--- config.mk ---
export PLATFORM = sky130hd
export DESIGN_NAME = koc_ram
export DESIGN_NICKNAME = d
export VERILOG_FILES = /design/src/design/koc_ram.sv
export SDC_FILE = /design/constraint.sdc
export NUM_CORES = 1
export LEC_CHECK = 0
export ABC_AREA = 1
export BUFFER_PORTS_ARGS = -buffer_cell sky130_fd_sc_hd__buf_2
export CAP_MARGIN = 40
export CORE_UTILIZATION = 40
export CTS_CLUSTER_DIAMETER = 40
export DETAILED_ROUTE_END_ITERATION = 7
export PLACE_DENSITY_LB_ADDON = 0.05
export SLEW_MARGIN = 5
export SYNTH_ARGS = -nofsm -noshare
export SYNTH_HDL_FRONTEND = slang
export SYNTH_SLANG_ARGS = --single-unit
--- constraint.sdc ---
create_clock -name i_clk -period 1.83 [get_ports i_clk]
set_clock_uncertainty 0.2 [all_clocks]
set_input_delay 0.2745 -clock i_clk [delete_from_list [all_inputs] [get_ports i_clk]]
set_output_delay 0.2745 -clock i_clk [all_outputs]
set_load 0.01 [all_outputs]
--- src/design/koc_ram.sv ---
// Simple dual-port RAM: one write port, one read port with registered data.
module koc_ram #(
    parameter int unsigned WIDTH = 8,
    parameter int unsigned DEPTH = 16
) (
    input  logic                     i_clk,
    input  logic                     i_wr_en,
    input  logic [$clog2(DEPTH)-1:0] i_wr_addr,
    input  logic [WIDTH-1:0]         i_wr_data,
    input  logic                     i_rd_en,
    input  logic [$clog2(DEPTH)-1:0] i_rd_addr,
    output logic [WIDTH-1:0]         o_rd_data
);

    logic [WIDTH-1:0] r_mem [DEPTH];
    logic [WIDTH-1:0] r_rd_data;

    always_ff @(posedge i_clk) begin
        if (i_wr_en) begin
            r_mem[i_wr_addr] <= i_wr_data;
        end
        if (i_rd_en) begin
            r_rd_data <= r_mem[i_rd_addr];
        end
    end

    assign o_rd_data = r_rd_data;

endmodule

==> flow_summary.yaml <==
place:
  gp_congestion: 0.803
  hpwl_um: 8810
  dpl_cell_area_um2: 6270
  portBuffers: 26
worst_hold_path:
  min_path_type: "primary input to flop"
sta:
  setup-violations-final: 0
  relSlewSlack: 0.575
  finalHoldViolCount: 0
  fin_crit_ps: 1500
  period_share: 0.817
  worst_pin_slew_ps: 637
  rsz0062_at_grt: "false"
  fmax_mhz: 669
  tns_ps: 0
  drv_slew: 0
clock_network:
  cts_tree: "yes"
  cts.clk_slew.worst_paths_ps: 60
  htreeDepth: 4
  post_cts_buffers: 0
  clk_latency_ps: 420
  cts_root_buf: "clkbuf_16"
  holdBufCountCts: 0
  cts_made_buffers: 17
  clock_sinks: 136
  cts_buffer_depth: 2
  cts_resized: 0
layout:
  fillerInstances: 1319
  multi_input_area_um2: 1210
  nNetsFinal: 617
  n_antenna_cell: 0
  layout-drive-gt1-share: 0.123
  final_common_cell: "nand2_1"
  final_area_um2: 6740
  final_cell_mix: "173 x nand2_1, 136 x edfxtp_1, 100 x inv_1, 97 x nand3_1, 26 x buf_2"
  area_growth_pct: 15.3
  seq_area_um2: 4080
synthesis:
  syn_area_um2: 5850
  syn_avg_cell_area_um2: 10.6
  ys.warnings.count: 0
  synth_fp_nets: 570
  yosys.area.top_type: "edfxtp_1"
  ys_seq_area_frac: 0.698
  postSynthCellCount: 551
  synth_cell_types: 11
  ys_seq_elements: 136
  synth_top_cell_area_share: 0.698
  synth_area_leaders: "edfxtp_1 70%, nand2_1 11%, nand3_1 8.3%, inv_1 6.4%, buf_6 1.2%"
worst_setup_path:
  critPathArrivalTime_ps: 1020
  critPathSlowestCell: "edfxtp_1"
  worstPathMaxFanout: 1
  max_stage_delay_ps: 430
  cp.required_ps: 1360
  cp-start-kind: "flop"
  crit_family: "flip-flops"
  cp_cell_sequence: "buf_2"
  critical_path_class: "flop to output port"
  endpoint_kind: "output port"
  crit_buf_inv: 1
floorplan:
  die_w_um: 123
  die_h_um: 123
  core_area_um2: 14100
  fp.dieArea_um2: 15100
  ios: 27
  core.rowCount: 43
  start_util: 0.415
outcome:
  status: "finished clean"
drt:
  ant_nets: 0
  wire_per_inst_um: 17.9
  first_pass_iters: 4
  vias_per_cell: 4.75
  drcViolationCount: 0
  drt_iter0_drc: 225
  vias: 3746
  wl_um: 14100
power_and_ir_drop:
  total_power_mw: 6.81
  peakVddDrop_mv: 0.625
  leakagePower_nw: 2.92
  power_density_nw_per_um2: 1010
global_route:
  grt_pass1_wl_um: 21800
  grtUsageTotal: 0.208
  grt_max_degree: 65
  grt_overflow_total: 0
  grt_pass1_vias: 3724
  antenna_found_initial: 0
job:
  drv_cap: 0
[flip-flops by register name, indices dropped and copies added, names as in the netlist]
register / count
o_rd_data: 8
r_mem: 128
[per-layer routing]
layer,wire (um),global-route usage
met1,6630,0.285
met4,250,0.0899
met5,0,0
met2,6610,0.323
met3,578,0.0387
[power by group]
group | internal [mW] | leakage [nW] | total, mW | switching [mW]
registers | 3.51 | 1.24 | 3.53 | 0.0219
logic | 0.132 | 1.44 | 0.442 | 0.310
clock network | 1.67 | 0.236 | 2.84 | 1.17
[per-stage QoR]
step | setup WS (ps) | instances | hold WS [ps] | util
floorplan | 405 | 551 | 173 | -
global placement | 115 | 759 | 445 | 0.445
detailed placement | 81.2 | 759 | 446 | 0.445
CTS | 320 | 788 | 1.34 | 0.478
global route | 315 | 788 | 13.3 | 0.478
finish | 335 | 788 | 20.8 | 0.478
[layout make-up]
cell class              instances  area share
clock buffers                  21      0.0653
multi-input cells             289       0.180
flip-flops and latches        136       0.606
well taps                     180      0.0334
repair buffers                 52      0.0538
clock inverters                 8     0.00519
inverters                     102      0.0568
[synth_stat cells]
master,instances
buf_1,1
buf_2,13
buf_4,4
buf_6,6
edfxtp_1,136
inv_1,100
inv_2,2
nand2_1,173
nand3_1,97
nand3b_1,2
nor2_1,17
[worst paths after layout]
path	startpoint	endpoint	slack, ps	depth (start not counted)
max	o_rd_data[3]$_DFFE_PP_	o_rd_data[3]	330	1
min	i_rd_en	o_rd_data[2]$_DFFE_PP_	20	1
max reg2reg	r_mem[3][2]$_DFFE_PP_	o_rd_data[2]$_DFFE_PP_	450	6
min reg2reg	r_mem[12][1]$_DFFE_PP_	o_rd_data[1]$_DFFE_PP_	550	6
[kinds of logic after synthesis]
logic type | after synthesis | share of synthesized area
and+or+nand+nor | 289 | 0.208
DFF | 136 | 0.698
buffers and inverters | 126 | 0.0939
Note: power is estimated with default switching activity, not from simulation.
